==> config.mk <==
export PLATFORM = sky130hd
export DESIGN_NAME = qpst_fifo
export DESIGN_NICKNAME = d
export VERILOG_FILES = /design/src/rtl/qpst_pkg.sv /design/src/rtl/qpst_fifo.sv
export SDC_FILE = /design/constraint.sdc
export NUM_CORES = 1
export LEC_CHECK = 0
export ABC_AREA = 1
export BUFFER_PORTS_ARGS = -buffer_cell sky130_fd_sc_hd__buf_2
export CORE_UTILIZATION = 29
export CTS_CLUSTER_SIZE = 14
export DETAILED_ROUTE_END_ITERATION = 12
export GPL_ROUTABILITY_DRIVEN = 0
export RECOVER_POWER = 100
export SLEW_MARGIN = 20
export SYNTH_ARGS = -nofsm -noshare
export SYNTH_HDL_FRONTEND = slang
export SYNTH_SLANG_ARGS = --single-unit
==> constraint.sdc <==
create_clock -name clk -period 2.4 [get_ports clk]
set_clock_uncertainty 0.2 [all_clocks]
set_input_delay 0.36 -clock clk [delete_from_list [all_inputs] [get_ports clk]]
set_output_delay 0.36 -clock clk [all_outputs]
set_load 0.02 [all_outputs]
==> src/rtl/qpst_pkg.sv <==
// Shared types, widths and constants of the quadrature position and speed tracker.
package qpst_pkg;

  localparam int HISTORY_DEPTH_DEF = 100;

  localparam int CNT_W   = 17;
  localparam int MOD_W   = 16;
  localparam int SPD_W   = 20;
  localparam int STAMP_W = 32;
  localparam int DIR_W   = 2;

  localparam int IN_TDATA_W  = 40;
  localparam int OUT_TDATA_W = 40;

  localparam int CFG_ADDR_W = 1;
  localparam int CFG_DATA_W = 20;

  localparam int QUEUE_DEPTH = 2;

  localparam logic [MOD_W-1:0]   COUNT_MODULUS_RST   = 16'd1200;
  localparam logic [SPD_W-1:0]   SPEED_NUMERATOR_RST = 20'd73526;
  localparam logic [STAMP_W-1:0] STAMP_RST           = 32'd1;

  localparam logic [CFG_ADDR_W-1:0] CFG_COUNT_MODULUS   = 1'b0;
  localparam logic [CFG_ADDR_W-1:0] CFG_SPEED_NUMERATOR = 1'b1;

  typedef enum logic [DIR_W-1:0] {
    DIR_NONE = 2'd0,
    DIR_CW   = 2'd1,
    DIR_ACW  = 2'd2
  } qpst_dir_t;

  typedef struct packed {
    qpst_dir_t            dir;
    logic [STAMP_W-1:0]   interval;
  } qpst_evt_t;

  typedef struct packed {
    logic [MOD_W-1:0] count_modulus;
    logic [SPD_W-1:0] speed_numerator;
  } qpst_cfg_t;

  typedef struct packed {
    logic full;
    logic empty;
  } qpst_qstat_t;

  typedef struct packed {
    logic idle;
    logic avg;
  } qpst_bstat_t;

endpackage

==> src/rtl/qpst_fifo.sv <==
// Short event queue between the input stage and the update engine.
module qpst_fifo
  import qpst_pkg::*;
(
  input  logic        clk,
  input  logic        rst_n,
  input  logic        push,
  input  qpst_evt_t   push_data,
  input  logic        pop,
  output qpst_evt_t   pop_data,
  output qpst_qstat_t stat
);

  localparam int PW = (QUEUE_DEPTH > 1) ? $clog2(QUEUE_DEPTH) : 1;
  localparam int NCW = $clog2(QUEUE_DEPTH + 1);
  localparam logic [PW-1:0] LAST = PW'(QUEUE_DEPTH - 1);

  qpst_evt_t      mem_r [QUEUE_DEPTH];
  logic [PW-1:0]  wr_ptr_r, wr_ptr_nxt;
  logic [PW-1:0]  rd_ptr_r, rd_ptr_nxt;
  logic [NCW-1:0] cnt_r, cnt_nxt;

  always_comb begin
    wr_ptr_nxt = wr_ptr_r;
    rd_ptr_nxt = rd_ptr_r;
    cnt_nxt    = cnt_r;
    if (push) begin
      wr_ptr_nxt = (wr_ptr_r == LAST) ? '0 : wr_ptr_r + 1'b1;
    end
    if (pop) begin
      rd_ptr_nxt = (rd_ptr_r == LAST) ? '0 : rd_ptr_r + 1'b1;
    end
    if (push && !pop) begin
      cnt_nxt = cnt_r + 1'b1;
    end else if (pop && !push) begin
      cnt_nxt = cnt_r - 1'b1;
    end
  end

  always_ff @(posedge clk) begin
    if (!rst_n) begin
      wr_ptr_r <= '0;
      rd_ptr_r <= '0;
      cnt_r    <= '0;
    end else begin
      wr_ptr_r <= wr_ptr_nxt;
      rd_ptr_r <= rd_ptr_nxt;
      cnt_r    <= cnt_nxt;
    end
    if (push) begin
      mem_r[wr_ptr_r] <= push_data;
    end
  end

  assign pop_data   = mem_r[rd_ptr_r];
  assign stat.full  = (cnt_r == NCW'(QUEUE_DEPTH));
  assign stat.empty = (cnt_r == '0);

endmodule

Word level (Yosys, flattened, before mapping)
Memories as Yosys holds them, arrays and structs flattened. A register that Yosys moved wholly into a read port is not among the register bits.
Index checks and enable logic that the tools add are counted.
W data, S select, Z words.

cells by class
  eq/ne operators = 1
  $add $sub $neg = 4
  reductions and logical operators = 6
  muxes and demuxes = 8

operators by type and width
  operator               number
  $mux W1                6
  $mux W2                2
  $add A1 B1 Y1 const B  2
  $add A2 B1 Y2 const B  1
  $eq A2 B2 Y1 const B   1
  $logic_and A1 B1 Y1    2
  $logic_not A1 Y1       2
  $logic_not A2 Y1       1
  $reduce_bool A2 Y1     1
  $sub A2 B1 Y2 const B  1

storage, ports and cells
  output and inout port bits = 36
  register bits = 4
  memories = 1
  RAM bits = 68

memory list
  memory  depth  width  rd ports  clocked after Yosys merged registers in  write ports  line             source
  mem_r   2      34     1         1                                        1            qpst_fifo.sv:18  qpst_evt_t mem_r [QUEUE_DEPTH];

Longest topological paths before layout
  depth in word-level cells = 4
  depth in mapped cells = 8
  gate-level depth less buffers = 8

Least setup slack after synthesis
No wires, ideal clock.

  path kind = in2reg
  from = in push
  to = mem mem_r[0][0] (netlist name) (enable)
  buffers on the path = 0
  data required time = 1.774 ns
  slack = -0.058 ns
  library setup time = 0.426 ns
  arrival time = 1.833 ns
  stages = 2
  cell sequence = inv_1 > nor2_1

on the way
  longest elaborated chain between the ends = 2

ends and longest elaborated chain
  item                           line             source
  start: declaration             qpst_fifo.sv:7   input logic push,
  $mux W1                        qpst_fifo.sv:50  if (push) begin
  $mux W1 (not written as such)  qpst_fifo.sv:51  mem_r[wr_ptr_r] <= push_data;
  end: declaration               qpst_fifo.sv:18

Every way passes these cells.

==> impl_metrics.env <==
export IMPL_min_period_ns=2.153
export IMPL_critPathKind="reg2out"
export IMPL_start_util=0.3027
export IMPL_critPathArrivalTime_ns=1.59
export IMPL_die_area_mm2=0.01018
export IMPL_cts_sinks=73
export IMPL_cts_resized=0
export IMPL_io_buffers=73
export IMPL_viasPerCell=3.961
export IMPL_p_leak_uw=0.001357
export IMPL_max_clock_freq_ghz=0.4645
export IMPL_cp_end_kind="output pin"
export IMPL_clockPowerShare=0.329
export IMPL_post_dp_hpwl_um=3104
export IMPL_wl_um=4816
export IMPL_core_area_mm2=0.009371
export IMPL_ir_drop_v=0.0002408
export IMPL_yosysMostFrequentCell="edfxtp_1"
export IMPL_track_usage=0.1025
export IMPL_postSynth_asyncResetShare=0
export IMPL_highest_layer="met4"
export IMPL_drive_above_1_share=0.2568
export IMPL_synth_top_area_cell="edfxtp_1"
export IMPL_tns_ns=0
export IMPL_h_tree_depth=3
export IMPL_wl_per_cell_um=12.48
export IMPL_clk_latency_ns=0.33
export IMPL_num_io_pins=74
export IMPL_synthTopCellsByCount="edfxtp_1 (68), mux2_4 (30), nor2_1 (9), inv_1 (8), nand2_1 (8)"
export IMPL_yosys_warnings=0
export IMPL_clk_pin_slew_ns=0.07
export IMPL_synthFlopType="edfxtp_1"
export IMPL_met1Wirelength_um=1961
export IMPL_postLayoutCellArea_mm2=0.003704
export IMPL_dr_wl_met2_um=2560
export IMPL_layout_nets=291
export IMPL_period_share=0.8971
export IMPL_crit_required_ns=1.84
export IMPL_clock_root_buffer="clkbuf_8"
export IMPL_grt_ovfl_total=0
export IMPL_r2r_slack_ns=0.40
export IMPL_syn_to_final_growth_pct=30.57
export IMPL_slew_limit_headroom=0.2264
export IMPL_placed_area_mm2=0.003351
export IMPL_rows=35
export IMPL_regToRegStartpoint="wr_ptr_r$_SDFFE_PN0P_"
export IMPL_p_int_uw=2099
export IMPL_worstMarginPinSlew_ns=1.160
export IMPL_postCtsSetupRepairBufs=0
export IMPL_swShare=0.2353
export IMPL_wl_met3_um=220
export IMPL_vias=1529
export IMPL_synthesis_nets=180
export IMPL_syn_avg_cell_area_um2=20.12
export IMPL_synth_edf_count=68
export IMPL_setup_violations=0
export IMPL_cts_tree="built"
export IMPL_power_switching_uw=646.0
export IMPL_synthTopCellsByArea="edfxtp_1 (72%), mux2_4 (16%), dfxtp_1 (3.5%)"
export IMPL_worstRegToRegCells=3
export IMPL_fp_dieH_um=100.9
export IMPL_hold_viol=0
export IMPL_seq_area_frac_synth=0.7552
export IMPL_yosysUniqueCellTypes=14
export IMPL_ys_ff_latch=73
export IMPL_drt_pass1_iter_count=2
export IMPL_dr_first_iter_drc_count=25
export IMPL_grt_pass1_wl_um=7479
export IMPL_cts_made_buffers=9
export IMPL_synth_top_area_frac=0.7199
export IMPL_final_max_slew_violation_count=0
export IMPL_grt_pass1_vias=1603
export IMPL_final_antenna_net_count=0
export IMPL_cp_start_kind="flop"
export IMPL_max_cap_violations=0
export IMPL_synth_area_mm2=0.002836
export IMPL_synth_cells=141
export IMPL_status="complete, no violations"
export IMPL_cp_endpoint="pop_data[23]"
export IMPL_grt_max_degree=29
export IMPL_die_width_um=100.9
export IMPL_seq_power_share=0.544
export IMPL_combPwrFrac=0.127
export IMPL_num_antenna_cells=0
export IMPL_rsz0062_at_grt="false"
export IMPL_worst_path_max_fanout=28
export IMPL_drc=0
export IMPL_p_per_area_mw_per_mm2=741.2
export IMPL_clockBufferDepth=2
export IMPL_holdCritPathClass="in2reg"
export IMPL_fill_cells=923
export IMPL_worstReg2RegEnd="mem_r[1][7]$_DFFE_PP_"
export IMPL_antenna_found_initial=0
[flip-flops by register name, summed over array words and instances (netlist names), named ones only]
signal,count
rd_ptr_r,1
mem_r,68
cnt_r,2
wr_ptr_r,1
[layout by cell type (no fill, tap or decap), drive strengths merged]
| master | count |
|---|---|
| clkinv | 4 |
| dlygate4sd3 | 26 |
| clkbuf | 68 |
| edfxtp | 68 |
| bufinv | 1 |
| nand3 | 1 |
| a21oi | 1 |
| clkinvlp | 1 |
| nand4 | 1 |
| o21ai | 1 |
| nor2 | 9 |
| dfxtp | 5 |
| nand2 | 8 |
| mux2 | 34 |
| buf | 20 |
| inv | 8 |
| ha | 1 |
[worst max-delay path, cell delays in order (launching register included)]
cell      delay [ns]
dfxtp_2         0.45
buf_12          0.27
mux2_2          0.36
clkbuf_1        0.17
[final cells by class]
class / count / area (µm²) / share of cell area
inverter: 8 / 30.03 / 0.008108
sequential: 73 / 2143 / 0.5787
clock buffer: 10 / 127.6 / 0.03446
clock inverter: 6 / 58.81 / 0.01588
multi-input combinational: 56 / 589.3 / 0.1591
timing repair buffer: 104 / 593.1 / 0.1601
tap: 129 / 161.4 / 0.04358
[metal layers]
| layer | track usage | up-vias |
|---|---|---|
| li1 | - | 748 |
| met5 | 0 | - |
| met2 | 0.1828 | 48 |
| met3 | 0.03121 | 9 |
| met4 | 0.06355 | 0 |
| met1 | 0.1049 | 724 |
[how the worst min path moves through the flow]
stage                          start                      to  cells past startpoint
5_1_grt                 push_data[5]   mem_r[1][5]$_DFFE_PP_                      1
2_1_floorplan           push_data[0]   mem_r[0][0]$_DFFE_PP_                      0
6_report                push_data[5]   mem_r[0][5]$_DFFE_PP_                      1
3_3_place_gp   rd_ptr_r$_SDFFE_PN0P_   rd_ptr_r$_SDFFE_PN0P_                      2
3_5_place_dp   rd_ptr_r$_SDFFE_PN0P_   rd_ptr_r$_SDFFE_PN0P_                      2
4_1_cts                push_data[20]  mem_r[0][20]$_DFFE_PP_                      1
[power groups by stage]
stage,clock (µW),combinational [µW],sequential (µW)
after floorplan,0,245,1510
after global placement,0,343,1520
after global routing,991,378,1500
final,903,350,1490
after CTS,942,378,1490
after detailed placement,0,348,1520
[logic make-up (layout without fill, tap and decap cells)]
logic type	after synthesis	after routing	synth area share
flops	73	73	0.7552
mux	34	34	0.1747
simple gates	19	19	0.02647
buf+inv	12	128	0.03573
compound gates	2	2	0.003526
fa+ha+maj	1	1	0.004410
[repair_timing]
| item | CTS | global route |
|---|---|---|
| hold buffers | 23 | 3 |
| endpoints found under the hold margin | 42 | 6 |
| endpoints found under the setup margin | 0 | 0 |
[per-stage QoR]
stage | setup WS [ns] | std cells | hold WS (ns) | utilization | power (µW)
3_5_place_dp | 0.5845 | 344 | 0.2893 | 0.3575 | 1869
3_3_place_gp | 0.5900 | 344 | 0.2757 | 0.3575 | 1859
5_1_grt | 0.1578 | 386 | 0.003553 | 0.3952 | 2869
4_1_cts | 0.2079 | 383 | 0.0002370 | 0.4020 | 2812
6_report | 0.2470 | 386 | 0.02468 | 0.3952 | 2745
2_1_floorplan | 0.5221 | 141 | 0.2589 | - | 1756
Note: power is estimated with default switching activity, not from simulation.
