--- config.mk ---
export PLATFORM = sky130hd
export DESIGN_NAME = qpst_front
export DESIGN_NICKNAME = d
export VERILOG_FILES = /design/src/rtl/qpst_pkg.sv /design/src/rtl/qpst_front.sv
export SDC_FILE = /design/constraint.sdc
export NUM_CORES = 1
export LEC_CHECK = 0
export ABC_AREA = 1
export ABC_CLOCK_PERIOD_IN_PS = 3700
export BUFFER_PORTS_ARGS = -buffer_cell sky130_fd_sc_hd__clkbuf_2
export CORE_UTILIZATION = 57
export CTS_BUF_LIST = sky130_fd_sc_hd__clkbuf_8
export CTS_CLUSTER_SIZE = 12
export DETAILED_ROUTE_END_ITERATION = 7
export PLACE_DENSITY_LB_ADDON = 0.12
export SLEW_MARGIN = 0
export SYNTH_ARGS = -nofsm -noshare
export SYNTH_HDL_FRONTEND = slang
export SYNTH_SLANG_ARGS = --single-unit
export TNS_END_PERCENT = 20
--- constraint.sdc ---
create_clock -name clk -period 3.7 [get_ports clk]
set_input_delay 1.11 -clock clk [delete_from_list [all_inputs] [get_ports clk]]
set_output_delay 1.11 -clock clk [all_outputs]
set_load 0.01 [all_outputs]
--- src/rtl/qpst_pkg.sv ---
// Shared types, widths and constants of the quadrature position and speed tracker.
package qpst_pkg;

  localparam int HISTORY_DEPTH_DEF = 100;

  localparam int CNT_W   = 17;
  localparam int MOD_W   = 16;
  localparam int SPD_W   = 20;
  localparam int STAMP_W = 32;
  localparam int DIR_W   = 2;

  localparam int IN_TDATA_W  = 40;
  localparam int OUT_TDATA_W = 40;

  localparam int CFG_ADDR_W = 1;
  localparam int CFG_DATA_W = 20;

  localparam int QUEUE_DEPTH = 2;

  localparam logic [MOD_W-1:0]   COUNT_MODULUS_RST   = 16'd1200;
  localparam logic [SPD_W-1:0]   SPEED_NUMERATOR_RST = 20'd73526;
  localparam logic [STAMP_W-1:0] STAMP_RST           = 32'd1;

  localparam logic [CFG_ADDR_W-1:0] CFG_COUNT_MODULUS   = 1'b0;
  localparam logic [CFG_ADDR_W-1:0] CFG_SPEED_NUMERATOR = 1'b1;

  typedef enum logic [DIR_W-1:0] {
    DIR_NONE = 2'd0,
    DIR_CW   = 2'd1,
    DIR_ACW  = 2'd2
  } qpst_dir_t;

  typedef struct packed {
    qpst_dir_t            dir;
    logic [STAMP_W-1:0]   interval;
  } qpst_evt_t;

  typedef struct packed {
    logic [MOD_W-1:0] count_modulus;
    logic [SPD_W-1:0] speed_numerator;
  } qpst_cfg_t;

  typedef struct packed {
    logic full;
    logic empty;
  } qpst_qstat_t;

  typedef struct packed {
    logic idle;
    logic avg;
  } qpst_bstat_t;

endpackage

--- src/rtl/qpst_front.sv ---
// Input stage: takes edge events, decodes direction and measures the interval.
module qpst_front
  import qpst_pkg::*;
(
  input  logic                  clk,
  input  logic                  rst_n,
  input  logic                  in_tvalid,
  output logic                  in_tready,
  input  logic [IN_TDATA_W-1:0] in_tdata,   // level_a, level_b, stamp_us[31:0], zero pad
  input  qpst_qstat_t           q_stat,
  output logic                  q_push,
  output qpst_evt_t             q_data
);

  logic               last_a_r, last_a_nxt;
  logic               last_b_r, last_b_nxt;
  logic [STAMP_W-1:0] last_stamp_r, last_stamp_nxt;
  logic               lvl_a, lvl_b;
  logic [STAMP_W-1:0] stamp;
  logic               chg_a, chg_b;
  qpst_dir_t          dir;

  assign lvl_a = in_tdata[0];
  assign lvl_b = in_tdata[1];
  assign stamp = in_tdata[STAMP_W+1:2];

  assign in_tready = !q_stat.full;
  assign q_push    = in_tvalid && in_tready;

  always_comb begin
    chg_a = (lvl_a != last_a_r);
    chg_b = (lvl_b != last_b_r);
    if (chg_a == chg_b) begin
      dir = DIR_NONE;
    end else if (chg_a) begin
      dir = (lvl_a == lvl_b) ? DIR_ACW : DIR_CW;
    end else begin
      dir = (lvl_a == lvl_b) ? DIR_CW : DIR_ACW;
    end
    q_data.dir      = dir;
    q_data.interval = stamp - last_stamp_r;
    last_a_nxt      = q_push ? lvl_a : last_a_r;
    last_b_nxt      = q_push ? lvl_b : last_b_r;
    last_stamp_nxt  = q_push ? stamp : last_stamp_r;
  end

  always_ff @(posedge clk) begin
    if (!rst_n) begin
      last_a_r     <= 1'b0;
      last_b_r     <= 1'b0;
      last_stamp_r <= STAMP_RST;
    end else begin
      last_a_r     <= last_a_nxt;
      last_b_r     <= last_b_nxt;
      last_stamp_r <= last_stamp_nxt;
    end
  end

endmodule

# --- Yosys cells after proc, flatten, opt, wreduce, memory -nomap -nowiden ---
# Cells that the tools add are included.
totals:
  output_inout_bits: 36
  reg_bits: 34
op_classes:
  eq_ne: 4
  addsub: 1
  mux: 4
  reduce_logical: 2
op_table:
  columns: ["cell", "count"]
  rows:
  - ["$sub A32 B32 Y32", 1]
  - ["$mux W2", 4]
  - ["$eq A1 B1 Y1", 2]
  - ["$ne A1 B1 Y1", 2]
  - ["$logic_and A1 B1 Y1", 1]
  - ["$logic_not A1 Y1", 1]

# --- Logic depth before layout (Yosys ltp) ---
# Gate-level depths: netlist of run 1.
depth:
  ltp_word: 4
  ltp_mapped: 13

# --- Worst setup path after synthesis of run 1 ---
# No wires, ideal clock.
synth_timing:
  path_kind: "in2out"
  start: "in in_tdata[2]"
  end: "out q_data[28] (netlist bit)"
  arrival_time_ns: 2.459
  required_ns: 2.590
  setup_slack_ns: 0.131
  cell_stages: 12
  path_buffers: 0
  path_cell_list: "inv_1 ha_1 fa_1 inv_1 nand3_1 nand3_1 nand3_1 nand3_1 nand2_1 nand2_1 nand2_1 nand2_1"
synth_lines:
  columns: ["item", "line_no", "source"]
  rows:
  - ["start: declaration", "qpst_front.sv:9", "input logic [IN_TDATA_W-1:0] in_tdata,"]
  - ["end: declaration", "qpst_front.sv:12", "output qpst_evt_t q_data"]

==> results of run 1 <==
## cell type report
cell class	count	area (µm²)	area share [%]
repair buffers	87	480	10.2
inverters	151	569	12.1
well taps	75	93.8	1.99
flip-flops and latches	34	681	14.4
clock buffers	8	110	2.33
multi-input cells	464	2790	59.0
## placed cells by master (no fill, tap or decap), types with 15 or more instances in the layout
| master | Yosys | routed |
|---|---|---|
| nand2_1 | 227 | 204 |
| inv_1 | 151 | 149 |
| clkbuf_2 | 0 | 65 |
| a21oi_1 | 51 | 41 |
| dfxtp_1 | 34 | 34 |
| nor2_1 | 47 | 33 |
| o21ai_0 | 33 | 33 |
| nand2_2 | 11 | 32 |
| nand3_1 | 25 | 19 |
| ha_4 | 0 | 15 |
## worst max-delay path by stage
stage | to | slack [ps] | cells past startpoint
after detailed placement | q_data[28] | -250 | 14
after CTS | q_data[24] | 5 | 12
final | q_data[28] | -60 | 14
after global routing | q_data[28] | -130 | 14
after global placement | q_data[28] | -210 | 14
after floorplan | q_data[28] | 130 | 12
## cells by family after synthesis
logic type / after synthesis
fa+ha+maj: 32
flops: 34
simple gates: 324
buf+inv: 161
xor+xnor: 19
compound gates: 89
## metal layers
metal | up-vias | routed length, µm | share of wire [%] | global-route usage (%)
met2 | 126 | 4950 | 48 | 51.7
met3 | 27 | 470 | 4.6 | 4.22
met4 | 0 | 259 | 2.5 | 11.6
met1 | 1887 | 4530 | 44 | 36.0
met5 | - | 0 | 0 | 0
li1 | 2157 | - | - | -
## registers in the layout (all words and copies together), names as in the netlist
| register | cells |
|---|---|
| last_a_r | 1 |
| last_b_r | 1 |
| last_stamp_r | 32 |
## critical path: stages
cell and delay (ps):
buf_6 70, inv_4 30, ha_4 170, fa_2 390, inv_2 90, nand3_2 100
nand3_4 120, nand3_4 90, nand3_4 100, nand2_2 70, nand2_1 80, nand2_1 50
nand2_1 60, buf_2 120
## power groups by stage
| stage | Clock [W] | Combinational (W) | Sequential [W] |
|---|---|---|---|
| 6_report | 0.000341 | 0.000796 | 0.000399 |
| 4_1_cts | 0.000348 | 0.000694 | 0.000399 |
| 3_3_place_gp | 0 | 0.000664 | 0.000406 |
| 5_1_grt | 0.000365 | 0.000881 | 0.000402 |
| 2_1_floorplan | 0 | 0.000460 | 0.000405 |
| 3_5_place_dp | 0 | 0.000677 | 0.000407 |
## stage by stage
stage          power [W]  hold slack [ps]
5_1_grt          0.00165              487
3_5_place_dp     0.00108              451
2_1_floorplan   0.000865              433
6_report         0.00154              459
4_1_cts          0.00144              463
3_3_place_gp     0.00107              445
## repair_timing
item                                   4_1_cts  5_1_grt
resized for setup                           14       93
hold buffers                                 0        0
endpoints found under the hold margin        0        0
pin swaps                                    1       13
buffers inserted                             1        3
setup endpoints to repair                   15       23
==> metrics.txt, run 1 <==
Layout area overhead 29.5%; Yosys top cell by area nand2_1; layout cell share with drive strength beyond 1 26.3%; Post-Syn Instances 659; hold endpoint last_stamp_r[30]; Worst-path clk slew ~80 ps; DIE HEIGHT 82.0 µm; Starting DRT DRC Count 265; Cell variety after synth 26; DR WL/cell 12.5 µm; capture point of the worst reg-to-reg path last_stamp_r[1]; main combinational cell family by area after synthesis simple AND/OR/NAND/NOR gates; final setup margin -63.4 ps; crit-path max FO 3; post-synthesis simple-gate area fraction 36.3%; internal power 0.000894 W; count leader, synth nand2_1; Post-Place Cells 807; CP arrival 2650 ps; total iterations of the first detailed-routing run 6; first-pass GRT wire length 15.4 mm; post-synthesis compound-gate area fraction 12.7%; sw frac 41.8%; Setup Viol. Count Final 9; worst r2r src last_stamp_r[1]; die area 6720 µm²; reg2reg path depth 2; Post-synth EDFFs 0; H-tree depth reported by CTS 2; Post-Syn Nets 736; NetSw 0.000641 W; Final Util 78.3%; Post-Place Cell Area 4140 µm²; Finished Layout Cells 819; CTS tree yes; WP data required about 2600 ps; top cells by area, synth nand2_1 (23%), dfxtp_1 (19%), inv_1 (16%); synthesized area 3640 µm²; pwr dens approximately 330 nW/µm²; IO Port Bufs 73; logic gate share of total power 51.8%; FF-to-FF setup slack 3060 ps; Ys Warns 0; period utilization 102%; worst setup path startpoint in_tdata[2]; post-route cell area 4720 µm²; Lkg Pwr 2.67 nW; Crit. End Element output port; Final Skew 0 ps; worst min-delay path class flip-flop to flip-flop; Final TNS setup -242 ps; Root Buffer Master clkbuf_8; Routed WL 10.2 mm; register bit count reported by yosys 34; VDD IR max 0.000205 V; mux cell area share after synthesis 0%; io pins 81; Clock Sinks 34; Global Route Usage Sum about 30%; vias per cell 5.12; row cnt 28; sequential-to-total area share from yosys stat 18.7%; TritonCTS Buffers 5; Synth Area per Inst 5.53 µm²; Starting Density 60.5%; failing checks setup timing; Placeable Area about 6000 µm²; maximum number of pins on one net before global-route repair 66; Slew headroom 58.3%; via count 4197; top_reg_cell synth dfxtp_1; post-route ant nets 0; xor/xnor cell area share of the yosys netlist between 4 and 5%; Tightest Pin Transition around 630 ps; hold depth 2; Post-synth top cells nand2_1 (227), inv_1 (151), a21oi_1 (51), nor2_1 (47), dfxtp_1 (34); Seq pwr share 26.0%; Placer Congestion 0.902; max-slew violation count 0; Synth Area in Adders 11.2%; grt ovf 0; WS Path Type primary input to output port; clock power share 22.2%; asr flop ratio synth 0%; vias in the first global route approximately 3700; highest clock rate between 200 and 300 MHz; Filler cells 486; final net count 820; RSZ-0062 raised after global routing yes; hpwl dp 7.36 mm; antenna violations before repair 0; shortest period the worst path allows about 3800 ps; top-area cell type share of the netlist area 23.4%; Placement Setup Slack -251 ps; Hold Crit Start last_stamp_r[30]; Clock Latency Late Sink between 200 and 300 ps; outcome complete, but fails checks; drc violations 0; Max-cap violations 0; ANT cells 0; Critical Path Source Type primary input; Fin. Hold Viols 0; Die X 82.0 µm; worst-case clock buffer depth 2
(Power assumes the default switching activity.)
==> run 2, diff against run 1 <==
--- a/config.mk
+++ b/config.mk
@@ -13,6 +13,7 @@
 export CTS_CLUSTER_SIZE = 12
 export DETAILED_ROUTE_END_ITERATION = 7
 export PLACE_DENSITY_LB_ADDON = 0.12
+export REMOVE_ABC_BUFFERS = 1
 export SLEW_MARGIN = 0
 export SYNTH_ARGS = -nofsm -noshare
 export SYNTH_HDL_FRONTEND = slang
==> metrics.txt, run 2 (synthesis gave the netlist of run 1 again) <==
outcome complete, but fails checks; failing checks setup timing; Seq pwr share 26.6%; Placer Congestion 0.884; WS Path Type primary input to output port; DR WL/cell 13.1 µm; DIE HEIGHT 82.0 µm; leading cell types in the layout, fill and taps excluded nand2_1 (202), inv_1 (151), clkbuf_2 (60), a21oi_1 (39), dfxtp_1 (34); logic gate share of total power between 50% and 60%; highest clock rate 268 MHz; Lkg Pwr 2.68 nW; Largest register FFs 32; max-slew violation count 0; Buf+Inv Stages, Crit Path 5; io pins 81; pwr dens 314 nW/µm²; crit-path max cell delay 390 ps; ANT cells 0; TritonCTS Buffers 5; worst-case clock buffer depth 2; vias in the first global route 3686; CTS tree yes; period utilization 101%; Starting Density between 60 and 70%; total iterations of the first detailed-routing run 6; cell mode on critical path nand2_2; H-tree depth reported by CTS 2; Tightest Pin Transition 648 ps; Global Route Usage Sum 30.0%; antenna violations before repair 0; post-route ant nets 0; worst min-delay path class flip-flop to flip-flop; post-route cell area 4780 µm²; multi-input logic area 2830 µm²; final setup margin -28.0 ps; largest register by flop count last_stamp_r; Die X 82.0 µm; IO Port Bufs 73; Root Buffer Master clkbuf_8; internal power ~0.00085 W; Final Util ~79%; sequential cell area around 700 µm²; Final Skew 0 ps; Worst-path clk slew 70 ps; Post-Place Cell Area 4160 µm²; Placeable Area 6030 µm²; Largest regs last_stamp_r (32), last_a_r (1), last_b_r (1); final net count 824; die area 6720 µm²; most common cell after layout, fill and taps aside nand2_1; Final TNS setup -40.5 ps; crit-path max FO 3; Routed WL 10.8 mm; Filler cells ~470; hold_ws 463 ps; grt ovf 0; Clock Sinks 34; clock power share 17.8%; drc violations 0; shortest period the worst path allows around 3700 ps; Max-cap violations 0; CTS Hold Bufs 0; Crit. End Element output port; NetSw 0.000649 W; slowest stage cell, crit path fa_2; sw frac 43.3%; CP top delay family adder cells; Fin. Hold Viols 0; first-pass GRT wire length 15.5 mm; hpwl dp 7.62 mm; Layout area overhead 31.1%; Placement Setup Slack -199 ps; row cnt 28; vias per cell between 5 and 6; VDD IR max 0.000242 V; maximum number of pins on one net before global-route repair 66; Clock Latency Late Sink 290 ps; Starting DRT DRC Count 268; Critical Path Source Type primary input; WP data required around 2600 ps; via count ~4200; layout cell share with drive strength beyond 1 28.0%; Setup Viol. Count Final 3; crit path cell chain buf_6 > inv_4 > ha_4 > fa_2 > inv_2 > buf_4 > nand2_2 > nand3_2 > nand2_2 > nand2_4 > xor2_1 > buf_2; Slew headroom between 50% and 60%; RSZ-0062 raised after global routing yes; CP arrival 2620 ps
## run 2: path summary, 6_finish.rpt
check                        start                to  slack (ps)  depth (start not counted)
hold / removal    last_stamp_r[27]  last_stamp_r[27]         460                          2
hold reg to reg   last_stamp_r[27]  last_stamp_r[27]         460                          2
setup / recovery       in_tdata[2]        q_data[14]         -30                         12
setup reg to reg   last_stamp_r[0]   last_stamp_r[0]        3060                          2
## run 2: power by group through the flow
stage                     combinational [W]  clock [W]  sequential [W]
after floorplan                    0.000455          0        0.000405
after global placement             0.000670          0        0.000406
after detailed placement           0.000685          0        0.000407
after CTS                          0.000701   0.000275        0.000398
after global routing               0.000919   0.000290        0.000401
final                              0.000832   0.000267        0.000399
## run 2: what timing repair did
| item | in CTS | in global routing |
|---|---|---|
| resized for setup | 11 | 116 |
| cloned | 0 | 0 |
| setup buffers | 1 | 5 |
| setup endpoints to repair | 15 | 22 |
| pin swaps | 2 | 17 |
## run 2: routing by layer
layer | track usage (%) | routed length (µm) | up-vias
met4 | 10.0 | 221 | 0
met2 | 50.4 | 5090 | 152
li1 | - | - | 2173
met3 | 5.22 | 691 | 27
met5 | 0 | 0 | -
met1 | 38.3 | 4760 | 1878
## run 2: cell type report
class	count	area share [%]
multi-input combinational	464	59.3
sequential	34	14.3
inverter	151	11.9
timing repair buffer	91	11.0
tap	75	1.96
clock buffer	5	1.44
clock inverter	2	0.157
## run 2: stage by stage
step	power [W]	instances
after floorplan	0.000860	649
after global placement	0.00108	809
after detailed placement	0.00109	809
after CTS	0.00137	817
after global routing	0.00161	822
final	0.00150	822
## run 2: tightest hold or removal path, stage by stage (launching register included)
cell	delay, ps
dfxtp_1	300
inv_1	60
a21oi_1	60
