$ cat config.mk
export PLATFORM = sky130hd
export DESIGN_NAME = qpst_back
export DESIGN_NICKNAME = d
export VERILOG_FILES = /design/src/rtl/qpst_pkg.sv /design/src/rtl/qpst_ram.sv /design/src/rtl/qpst_div.sv /design/src/rtl/qpst_back.sv
export SDC_FILE = /design/constraint.sdc
export NUM_CORES = 2
export LEC_CHECK = 0
export BUFFER_PORTS_ARGS = -buffer_cell sky130_fd_sc_hd__buf_2
export CORE_MARGIN = 2
export CORE_UTILIZATION = 37
export CTS_CLUSTER_SIZE = 12
export DETAILED_ROUTE_END_ITERATION = 10
export GPL_ROUTABILITY_DRIVEN = 0
export PLACE_DENSITY_LB_ADDON = 0.25
export SLEW_MARGIN = 40
export SYNTH_ARGS = -nofsm -noshare
export SYNTH_HDL_FRONTEND = slang
export SYNTH_SLANG_ARGS = --single-unit
$ cat constraint.sdc
create_clock -name clk -period 6.1 [get_ports clk]
set_input_delay 0 -clock clk [delete_from_list [all_inputs] [get_ports clk]]
set_output_delay 0 -clock clk [all_outputs]
set_load 0.02 [all_outputs]
$ cat src/rtl/qpst_pkg.sv
// Shared types, widths and constants of the quadrature position and speed tracker.
package qpst_pkg;

  localparam int HISTORY_DEPTH_DEF = 100;

  localparam int CNT_W   = 17;
  localparam int MOD_W   = 16;
  localparam int SPD_W   = 20;
  localparam int STAMP_W = 32;
  localparam int DIR_W   = 2;

  localparam int IN_TDATA_W  = 40;
  localparam int OUT_TDATA_W = 40;

  localparam int CFG_ADDR_W = 1;
  localparam int CFG_DATA_W = 20;

  localparam int QUEUE_DEPTH = 2;

  localparam logic [MOD_W-1:0]   COUNT_MODULUS_RST   = 16'd1200;
  localparam logic [SPD_W-1:0]   SPEED_NUMERATOR_RST = 20'd73526;
  localparam logic [STAMP_W-1:0] STAMP_RST           = 32'd1;

  localparam logic [CFG_ADDR_W-1:0] CFG_COUNT_MODULUS   = 1'b0;
  localparam logic [CFG_ADDR_W-1:0] CFG_SPEED_NUMERATOR = 1'b1;

  typedef enum logic [DIR_W-1:0] {
    DIR_NONE = 2'd0,
    DIR_CW   = 2'd1,
    DIR_ACW  = 2'd2
  } qpst_dir_t;

  typedef struct packed {
    qpst_dir_t            dir;
    logic [STAMP_W-1:0]   interval;
  } qpst_evt_t;

  typedef struct packed {
    logic [MOD_W-1:0] count_modulus;
    logic [SPD_W-1:0] speed_numerator;
  } qpst_cfg_t;

  typedef struct packed {
    logic full;
    logic empty;
  } qpst_qstat_t;

  typedef struct packed {
    logic idle;
    logic avg;
  } qpst_bstat_t;

endpackage

$ cat src/rtl/qpst_ram.sv
// Generic single-write, single-read RAM with registered read data.
module qpst_ram #(
  parameter int WIDTH = 20,
  parameter int DEPTH = 100
) (
  input  logic                                     clk,
  input  logic                                     we,
  input  logic [((DEPTH > 1) ? $clog2(DEPTH) : 1)-1:0] waddr,
  input  logic [WIDTH-1:0]                         wdata,
  input  logic [((DEPTH > 1) ? $clog2(DEPTH) : 1)-1:0] raddr,
  output logic [WIDTH-1:0]                         rdata
);

  logic [WIDTH-1:0] mem_r [DEPTH];
  logic [WIDTH-1:0] rdata_r;

  always_ff @(posedge clk) begin
    if (we) begin
      mem_r[waddr] <= wdata;
    end
    rdata_r <= mem_r[raddr];
  end

  assign rdata = rdata_r;

endmodule

$ cat src/rtl/qpst_div.sv
// Restoring divider, one quotient bit per cycle.
module qpst_div #(
  parameter int NW = 16,
  parameter int DW = 16
) (
  input  logic          clk,
  input  logic          rst_n,
  input  logic          start,
  input  logic [NW-1:0] dividend,
  input  logic [DW-1:0] divisor,
  output logic          busy,
  output logic [NW-1:0] quo,
  output logic [DW-1:0] rem
);

  localparam int CW = $clog2(NW + 1);

  logic          busy_r, busy_nxt;
  logic [CW-1:0] cnt_r, cnt_nxt;
  logic [NW-1:0] quo_r, quo_nxt;
  logic [DW-1:0] rem_r, rem_nxt;
  logic [DW-1:0] dvs_r, dvs_nxt;
  logic [DW:0]   trial;
  logic [DW:0]   diff;
  logic          ge;

  always_comb begin
    trial    = {rem_r, quo_r[NW-1]};
    diff     = trial - {1'b0, dvs_r};
    ge       = (trial >= {1'b0, dvs_r});
    busy_nxt = busy_r;
    cnt_nxt  = cnt_r;
    quo_nxt  = quo_r;
    rem_nxt  = rem_r;
    dvs_nxt  = dvs_r;
    if (start) begin
      busy_nxt = 1'b1;
      cnt_nxt  = CW'(NW);
      quo_nxt  = dividend;
      rem_nxt  = '0;
      dvs_nxt  = divisor;
    end else if (busy_r) begin
      rem_nxt  = ge ? diff[DW-1:0] : trial[DW-1:0];
      quo_nxt  = {quo_r[NW-2:0], ge};
      cnt_nxt  = cnt_r - 1'b1;
      busy_nxt = (cnt_r != CW'(1));
    end
  end

  always_ff @(posedge clk) begin
    if (!rst_n) begin
      busy_r <= 1'b0;
      cnt_r  <= '0;
    end else begin
      busy_r <= busy_nxt;
      cnt_r  <= cnt_nxt;
    end
    quo_r <= quo_nxt;
    rem_r <= rem_nxt;
    dvs_r <= dvs_nxt;
  end

  assign busy = busy_r;
  assign quo  = quo_r;
  assign rem  = rem_r;

endmodule

$ cat src/rtl/qpst_back.sv
// Update engine: position remainder and step, speed divide, history ring and average.
module qpst_back
  import qpst_pkg::*;
#(
  parameter int HISTORY_DEPTH = HISTORY_DEPTH_DEF
) (
  input  logic                   clk,
  input  logic                   rst_n,
  input  qpst_cfg_t              cfg,
  input  qpst_qstat_t            q_stat,
  output logic                   q_pop,
  input  qpst_evt_t              q_data,
  output logic                   out_tvalid,
  input  logic                   out_tready,
  output logic [OUT_TDATA_W-1:0] out_tdata,  // position_count, step_direction, average_speed, pad
  output qpst_bstat_t            stat
);

  localparam int PTR_W = (HISTORY_DEPTH > 1) ? $clog2(HISTORY_DEPTH) : 1;
  localparam int SUM_W = SPD_W + $clog2(HISTORY_DEPTH);
  localparam logic [PTR_W-1:0] LAST_SLOT = PTR_W'(HISTORY_DEPTH - 1);
  localparam int RSH   = SUM_W + $clog2(HISTORY_DEPTH);
  localparam int RCP_W = SUM_W + 1;
  localparam int PRD_W = SUM_W + RCP_W;
  localparam logic [63:0] RCP_WIDE = ((64'd1 << RSH) + 64'(HISTORY_DEPTH - 1))
                                     / 64'(HISTORY_DEPTH);
  localparam logic [RCP_W-1:0] RCP = RCP_WIDE[RCP_W-1:0];

  typedef enum logic [2:0] {
    S_IDLE = 3'b001,
    S_DIV  = 3'b010,
    S_AVG  = 3'b100
  } state_t;

  state_t                    state_r, state_nxt;
  logic [PTR_W-1:0]          ptr_r, ptr_nxt;
  logic [PTR_W-1:0]          slot_r, slot_nxt;
  qpst_dir_t                 dir_r, dir_nxt;
  logic                      ivl_zero_r, ivl_zero_nxt;
  logic                      neg_r, neg_nxt;
  logic signed [CNT_W-1:0]   pos_r, pos_nxt;
  logic [SUM_W-1:0]          sum_r, sum_nxt;
  logic [HISTORY_DEPTH-1:0]  valid_r, valid_nxt;
  logic                      out_valid_r, out_valid_nxt;
  logic signed [CNT_W-1:0]   out_pos_r, out_pos_nxt;
  qpst_dir_t                 out_dir_r, out_dir_nxt;
  logic [SPD_W-1:0]          out_avg_r, out_avg_nxt;

  logic                      mod_start, mod_busy;
  logic [MOD_W-1:0]          mod_rem, mod_dvs;
  logic [CNT_W-1:0]          pos_abs;
  logic                      spd_start, spd_busy;
  logic [SPD_W-1:0]          spd_dvd, spd_quo;
  logic [STAMP_W-1:0]        spd_dvs;
  logic                      ram_we;
  logic [SPD_W-1:0]          ram_rdata;
  logic [SPD_W-1:0]          speed;
  logic [SPD_W-1:0]          old_speed;
  logic [SUM_W-1:0]          sum_new;
  logic signed [CNT_W-1:0]   rem_s;
  logic signed [CNT_W-1:0]   pos_new;
  logic [PRD_W-1:0]          avg_prod;
  logic [SPD_W-1:0]          avg_q;
  logic                      load_out;

  qpst_div #(.NW(MOD_W), .DW(MOD_W)) u_mod_div (
    .clk      (clk),
    .rst_n    (rst_n),
    .start    (mod_start),
    .dividend (pos_abs[MOD_W-1:0]),
    .divisor  (mod_dvs),
    .busy     (mod_busy),
    .quo      (),
    .rem      (mod_rem)
  );

  qpst_div #(.NW(SPD_W), .DW(STAMP_W)) u_spd_div (
    .clk      (clk),
    .rst_n    (rst_n),
    .start    (spd_start),
    .dividend (spd_dvd),
    .divisor  (spd_dvs),
    .busy     (spd_busy),
    .quo      (spd_quo),
    .rem      ()
  );

  qpst_ram #(.WIDTH(SPD_W), .DEPTH(HISTORY_DEPTH)) u_hist_ram (
    .clk   (clk),
    .we    (ram_we),
    .waddr (slot_r),
    .wdata (speed),
    .raddr (slot_r),
    .rdata (ram_rdata)
  );

  always_comb begin
    pos_abs   = pos_r[CNT_W-1] ? CNT_W'(-pos_r) : CNT_W'(pos_r);
    mod_dvs   = (cfg.count_modulus == '0) ? MOD_W'(1) : cfg.count_modulus;
    spd_dvd   = cfg.speed_numerator;
    spd_dvs   = q_data.interval;
    speed     = ivl_zero_r ? cfg.speed_numerator : spd_quo;
    old_speed = valid_r[slot_r] ? ram_rdata : '0;
    sum_new   = sum_r - SUM_W'(old_speed) + SUM_W'(speed);
    avg_prod  = PRD_W'(sum_r) * PRD_W'(RCP);
    avg_q     = avg_prod[RSH +: SPD_W];
    rem_s     = neg_r ? -$signed({1'b0, mod_rem}) : $signed({1'b0, mod_rem});
    case (dir_r)
      DIR_CW:  pos_new = rem_s + CNT_W'(1);
      DIR_ACW: pos_new = rem_s - CNT_W'(1);
      default: pos_new = rem_s;
    endcase

    state_nxt    = state_r;
    ptr_nxt      = ptr_r;
    slot_nxt     = slot_r;
    dir_nxt      = dir_r;
    ivl_zero_nxt = ivl_zero_r;
    neg_nxt      = neg_r;
    pos_nxt      = pos_r;
    sum_nxt      = sum_r;
    valid_nxt    = valid_r;
    q_pop        = 1'b0;
    mod_start    = 1'b0;
    spd_start    = 1'b0;
    ram_we       = 1'b0;
    load_out     = 1'b0;

    case (state_r)
      S_IDLE: begin
        if (!q_stat.empty) begin
          q_pop        = 1'b1;
          mod_start    = 1'b1;
          spd_start    = 1'b1;
          dir_nxt      = q_data.dir;
          ivl_zero_nxt = (q_data.interval == '0);
          neg_nxt      = pos_r[CNT_W-1];
          slot_nxt     = (ptr_r == LAST_SLOT) ? '0 : ptr_r + 1'b1;
          state_nxt    = S_DIV;
        end
      end
      S_DIV: begin
        if (!mod_busy && !spd_busy) begin
          ram_we            = 1'b1;
          valid_nxt[slot_r] = 1'b1;
          ptr_nxt           = slot_r;
          sum_nxt           = sum_new;
          pos_nxt           = pos_new;
          state_nxt         = S_AVG;
        end
      end
      S_AVG: begin
        if (!out_valid_r || out_tready) begin
          load_out  = 1'b1;
          state_nxt = S_IDLE;
        end
      end
      default: state_nxt = S_IDLE;
    endcase

    out_valid_nxt = out_valid_r && !out_tready;
    out_pos_nxt   = out_pos_r;
    out_dir_nxt   = out_dir_r;
    out_avg_nxt   = out_avg_r;
    if (load_out) begin
      out_valid_nxt = 1'b1;
      out_pos_nxt   = pos_r;
      out_dir_nxt   = dir_r;
      out_avg_nxt   = avg_q;
    end
  end

  always_ff @(posedge clk) begin
    if (!rst_n) begin
      state_r     <= S_IDLE;
      ptr_r       <= '0;
      pos_r       <= '0;
      sum_r       <= '0;
      valid_r     <= '0;
      out_valid_r <= 1'b0;
    end else begin
      state_r     <= state_nxt;
      ptr_r       <= ptr_nxt;
      pos_r       <= pos_nxt;
      sum_r       <= sum_nxt;
      valid_r     <= valid_nxt;
      out_valid_r <= out_valid_nxt;
    end
    slot_r     <= slot_nxt;
    dir_r      <= dir_nxt;
    ivl_zero_r <= ivl_zero_nxt;
    neg_r      <= neg_nxt;
    out_pos_r  <= out_pos_nxt;
    out_dir_r  <= out_dir_nxt;
    out_avg_r  <= out_avg_nxt;
  end

  assign out_tvalid = out_valid_r;
  assign out_tdata  = {(OUT_TDATA_W - CNT_W - DIR_W - SPD_W)'(0),
                       out_avg_r, out_dir_r, out_pos_r};
  assign stat.idle  = (state_r == S_IDLE);
  assign stat.avg   = (state_r == S_AVG);

endmodule

### Word level (Yosys, flattened, before mapping)

Memory sizes are Yosys's and may differ from the RTL's. A register that Yosys moved wholly into a read port is not among the register bits.
Cells that the tools add are included.

| word-level totals | value |
|---|---|
| bits in read-only memories | 0 |
| output and inout bits | 44 |
| logic and storage cells | 108 |
| register bits | 349 |
| memories kept | 1 |
| bits of input ports | 75 |
| bits in latches | 0 |
| RAM bits | 2000 |

Memory list:

| memory | depth | width | rd ports | clocked after memory_dff | write ports | RTL line | RTL |
|---|---|---|---|---|---|---|---|
| u_hist_ram.mem_r | 100 | 20 | 1 | 1 | 1 | qpst_ram.sv:14 | `logic [WIDTH-1:0] mem_r [DEPTH];` |

| operators by class | value |
|---|---|
| equal/unequal tests | 11 |
| div/mod/pow operators | 0 |
| bitwise gates (word level) | 3 |
| order comparisons | 4 |
| $add $sub $neg | 11 |
| reduce and logical (&&, ||, !) cells | 16 |
| muxes and demuxes | 36 |
| multiply operators | 1 |
| shifts and indexed selects | 0 |

Operators by type and width:

| cell | number |
|---|---|
| $or 100x100->100 | 1 |
| $mux 20 | 4 |
| $mux 16 | 4 |
| $mul 27x26->52 const B | 1 |
| $pmux 17 s2 | 1 |
| $ge 33x32->1 | 1 |
| $logic_not 32->1 | 1 |
| $mux 32 | 1 |
| $sub 32x32->32 | 1 |
| $add 27x20->27 | 1 |
| $sub 27x20->27 | 1 |
| $mux 5 | 4 |
| $add 17x2->17 const B | 1 |
| $ge 17x16->1 | 1 |
| $mux 17 | 1 |
| $neg 16->17 | 1 |
| $sub 17x2->17 const B | 1 |
| $logic_not 16->1 | 1 |
| $neg 16->16 | 1 |
| $sub 16x16->16 | 1 |
| $mux 1 | 15 |
| $ne 5x1->1 const B | 2 |
| $sub 5x1->5 const B | 2 |
| $mux 3 | 3 |
| other kinds (22) | 31 |

### Logic depth before layout (Yosys ltp)

| logic depth | value |
|---|---|
| depth in word-level cells | 6 |
| depth in mapped cells | 28 |
| gate-level depth less buffers | 25 |

### Modules after synthesis

A second synthesis with hierarchy kept.

| unflattened totals | value |
|---|---|
| cell total of the unflattened synthesis | 6674 |
| area, all modules | 108615.4 um^2 |

Modules (own cells, without submodules):

| module | sequential area each (um^2) | area each (um^2) | instances | cells an instance |
|---|---|---|---|---|
| qpst_ram | 60458.0 | 77311.6 | 1 | 3433 |
| qpst_back | 4604.4 | 23072.1 | 1 | 2449 |
| qpst_div at u_spd_div | 2322.2 | 5195.0 | 1 | 508 |
| qpst_div at u_mod_div | 1401.3 | 3036.7 | 1 | 284 |

### Worst setup path after synthesis

OpenSTA, ideal clock, no wires.

| timing path | value |
|---|---|
| path type | register to register |
| start point | register sum_r[13] |
| end point | register out_avg_r[13] (data pin) |
| slack | -0.470 ns |
| path buffers | 0 |
| stages on the path, launching flop included | 23 |
| required time | 5.842 ns |
| clock period less this slack | 6.570 ns |
| setup time | 0.258 ns |
| arrival | 6.312 ns |
| path through | dfxtp_1 ha_1 fa_1 fa_1 inv_1 fa_1 inv_1 fa_1 fa_1 inv_1 fa_1 inv_1 ha_1 a21oi_1 o21ai_0 or4b_1 a211oi_2 o41ai_2 a221o_1 a21o_1 a21oi_2 o21ba_1 xnor2_1 |

| between the ends | value |
|---|---|
| cells in the longest elaborated chain, start to end | 1 |

Ends and longest elaborated chain:

| element | RTL line | RTL |
|---|---|---|
| start, declared | qpst_back.sv:42 | `logic [SUM_W-1:0] sum_r, sum_nxt;` |
| start signal, assigned | qpst_back.sv:185 | `sum_r <= sum_nxt;` |
| $mul 27x26->52 | qpst_back.sv:105 | `avg_prod = PRD_W'(sum_r) * PRD_W'(RCP);` |
| via avg_prod[47] | qpst_back.sv:62 | `logic [PRD_W-1:0] avg_prod;` |
| end signal, assigned | qpst_back.sv:195 | `out_avg_r <= out_avg_nxt;` |
| end, declared | qpst_back.sv:47 | `logic [SPD_W-1:0] out_avg_r, out_avg_nxt;` |

The timed path passes the listed nets, and every way through them passes these cells.
A chain may end at the register's enable or synchronous reset.

### Worst setup path after layout

| timing path | value |
|---|---|
| start point | register sum_r[15] |
| end point | register out_avg_r[13] (data pin) |

The elaborated chain is that of the path after synthesis.

==> run metrics <==
status finished with violations; failing checks setup timing; area added between synthesis and finish 18.8%; depth of the worst hold-timing path 5; top achievable clock speed approximately 150 MHz; count of distinct cell types in the synthesized netlist 82; mean number of vias per cell 5.63; Register-to-Register Path Depth 24; end of the worst hold path ivl_zero_r; die extent in x 532 um; WL/cell roughly 27 um; synthesized instance count 7055; register clock-pin slew on the reported worst setup and hold paths 60 ps; number of gates on the worst path with buffers counted 24; cell area after layout 0.122 mm2; post-route worst setup slack -480 ps; class of the tightest hold or removal check in -> reg; total of buffers placed on input and output ports between 100 and 150; setup slack of the most critical reg-to-reg path -480 ps; fraction of synthesis flops using an asynchronous set or reset pin 0%; First DRT Iteration DRCs 7049; vias in the first global route 65100; sink count of the clock tree 2369; buffers plus inverters on the worst setup path 6; RR Startpoint sum_r[15]; Overflow after GRT 0; Max stage delay cell, worst path fa_1; critical-path maximum fanout 8; Peak VDD IR 0.310 mV; cell at the root of the clock tree clkbuf_16; placeable core region 0.277 mm2; Critical Path Max Stage Delay 550 ps; post-route antenna net violation count 0; final number of max-transition violations 0; number of maximum-capacitance constraint violations 0; syn avg cell area 14.6 um2; Initial DRT Pass Iterations 6; Data arrival, critical path between 7000 and 8000 ps; level count of the clock H-tree 5; fraction of final layout cells sized beyond drive strength 1 16.2%; CP required 6740 ps; crit-path cells buf_4 > buf_4 > ha_1 > inv_1 > fa_1 > fa_1 > inv_1 > fa_1 > fa_1 > fa_1 > inv_1 > fa_1 > inv_1 > ha_1 > a21o_1 > a31oi_1 > o21ai_0 > a21oi_2 > o41ai_4 > a221o_1 > a21o_1 > a21oi_2 > o21ba_1 > xnor2_1; kind of end point of the critical path flip-flop; ratio of total power to cell area 315 mW/mm2; synthesized area 0.103 mm2; Fin. Hold Viols 0; CP Launch Type flip-flop; drc violations 0; Net count, final 8503; Max Buffers Root-to-Sink 4; CTS Buf Count 275; Top Family by Delay on Critical Path adder cells; row cnt 193; Top Ports 119; Slew @ Worst Pin 932 ps; final worst-path cycle share 108%; Leak Pwr 43.8 nW; critical path start-end classification reg -> reg; share of synthesized area occupied by flip-flops and latches 66.8%; Syn Nets 7798; placed wire-length estimate after detailed placement between 150000 and 200000 um; crit path time final around 6600 ps; clock latency on the worst-skew pair 950 ps; Ys Warns 0; number of synthesized register bits 2369; RSZ-0062 raised after global routing yes; initial antenna violation count 18; largest net degree at the start of global routing between 100 and 150; origin of the worst setup path sum_r[15]; wire length of the first global-routing pass 459000 um; Hold Startpoint q_data[23]; pre-CTS WS -559 ps; setup skew after layout a little under 60 ps; overall via count from detail_route 65500; area enclosed by the die boundary ~0.28 mm2; most frequent cell on the critical path fa_1; Primary FF master, synth edfxtp_1; final routed wirelength across all metal layers 318000 um; y dimension of the die roughly 530 um; end of the worst register-to-register path out_avg_r[13]; starting density of the core a little under two fifths; clock tree from TritonCTS yes; headroom to the max-slew limit roughly 37%; number of flops mapped to enable cells by yosys ~2100; placed standard-cell area between 0.1 and 0.15 mm2; setup violation total in the final timing report 15; GRT Resource Usage Total 21.9%
-- cells in the final DEF, fill, tap and decap left out, types with 41 or more instances in the layout --
cell type      Yosys  routed
edfxtp_1        2134    2134
a21o_1            52      52
nand2_1          255     248
a41oi_1           61      58
clkinv_2           0      44
a211oi_1          48      43
nor2_1           452     339
nor3_1            48      43
dfxtp_1          235     218
inv_1            526     495
nor2_2             0      73
a21oi_1          213     206
nand4_1          102     102
a31oi_1          112     105
fa_1             271     268
buf_2             80     116
ha_1             397     382
clkbuf_1         214      84
buf_4              2     443
clkbuf_16          0     284
dlygate4sd3_1      0     165
a22oi_1          697     696
xnor2_1           86      83
nand3_1           71      70
o21ai_0          153     142
mux2i_1           56      52
a22o_1           148     148
xor2_1            42      41
a221oi_1         146     144
-- cell type report --
class	count	area, um2
Multi-Input combinational cell	3779	31800
Sequential cell	2369	68800
Antenna cell	6	15.0
Clock inverter	82	647
Tap cell	3705	4640
Inverter	528	2020
Clock buffer	370	7430
Timing Repair Buffer	807	6980
Fill cell	24700	154000
-- per-stage QoR --
stage | cells | hold slack, ps | TNS [ps] | util [%] | total power, mW
final | 11600 | 101 | -3690 | 44.2 | 38.6
after global routing | 11600 | 85.4 | -6500 | 44.2 | 39.9
after CTS | 11600 | 12.5 | -3680 | 44.0 | 38.8
after detailed placement | 11000 | 180 | -5310 | 40.4 | 23.5
after global placement | 11000 | 181 | -4240 | 40.2 | 23.4
after floorplan | 7055 | 98.9 | -75.7 | - | 21.6
-- worst max path at each step --
stage | endpoint | slack, ps
after floorplan | out_avg_r[13] | -80
final | out_avg_r[13] | -480
after global placement | out_avg_r[13] | -510
after detailed placement | out_avg_r[13] | -560
after CTS | out_avg_r[13] | -440
after global routing | out_avg_r[13] | -660
-- power by group --
group / switching [mW] / internal (mW)
combinational: 3.17 / 1.77
sequential: 0.142 / 18.3
clock: 6.37 / 8.86
-- synth_stat cells (all sizes together), types with 9 or more instances --
cell type	instances	area, um2
a2111oi	9	78.8
a211oi	49	373
a21o	53	399
a21oi	215	1080
a221oi	146	1280
a22o	148	1300
a22oi	697	5230
a31oi	112	701
a41oi	61	534
and2	34	214
and3	18	113
buf	165	727
clkbuf	214	803
dfxtp	235	4700
edfxtp	2134	64100
fa	271	5430
ha	397	4970
inv	527	1980
mux2	9	101
mux2i	56	561
mux4	26	586
nand2	255	957
nand2b	25	156
nand3	71	355
nand4	102	638
nor2	452	1700
nor2b	21	131
nor3	48	240
nor4	30	188
o2111ai	18	158
o211ai	25	188
o21a	13	98.9
o21ai	157	786
o31ai	13	103
or3	29	181
xnor2	86	753
xor2	42	368
-- worst register-to-register path: stages (launching register included) --
cell and delay [ps]:
dfxtp_4 370, buf_4 150, buf_4 190, ha_1 320, inv_1 170, fa_1 470
fa_1 510, inv_1 50, fa_1 550, fa_1 430, fa_1 490, inv_1 50
fa_1 470, inv_1 40, ha_1 180, a21o_1 180, a31oi_1 140, o21ai_0 200
a21oi_2 270, o41ai_4 160, a221o_1 340, a21o_1 210, a21oi_2 160, o21ba_1 140
xnor2_1 70
-- state kept, by name, summed over array words and instances (netlist names), 20 cells and up --
| register | cells |
|---|---|
| sum_r | 27 |
| u_hist_ram.mem_r | 2000 |
| valid_r | 100 |
| u_spd_div.quo | 20 |
| u_spd_div.rem | 32 |
| u_hist_ram.rdata | 20 |
| u_spd_div.dvs_r | 32 |
| out_avg_r | 20 |
-- routing by layer --
metal / up-vias / track usage (%) / wire length [um]
li1: 28600 / - / -
met1: 33700 / 30.5 / 135000
met2: 2686 / 34.7 / 147000
met3: 496 / 3.62 / 24000
met4: 10 / 7.68 / 12000
met5: - / 0 / 97
-- cell families (layout without fill, tap and decap cells) --
logic type / after synthesis / in the layout / synth area share, %
flops: 2369 / 2369 / 66.8
compound gates: 1781 / 1781 / 12.5
simple gates: 1110 / 1110 / 4.91
buf+inv: 907 / 1787 / 3.41
fa+ha+maj: 668 / 668 / 10.1
xor+xnor: 128 / 128 / 1.09
mux: 91 / 91 / 1.21
other cells: 1 / 7 / 0.00364
-- timing repair --
action / in CTS / in global routing
pin swaps: 28 / 37
gates resized for setup: 52 / 60
setup buffers: 9 / 14
hold endpoints to repair: 225 / 0
endpoints found under the setup margin: 20 / 29
hold buffers: 165 / 0
cloned: 0 / 1
Power figures use the tool's default switching activity.
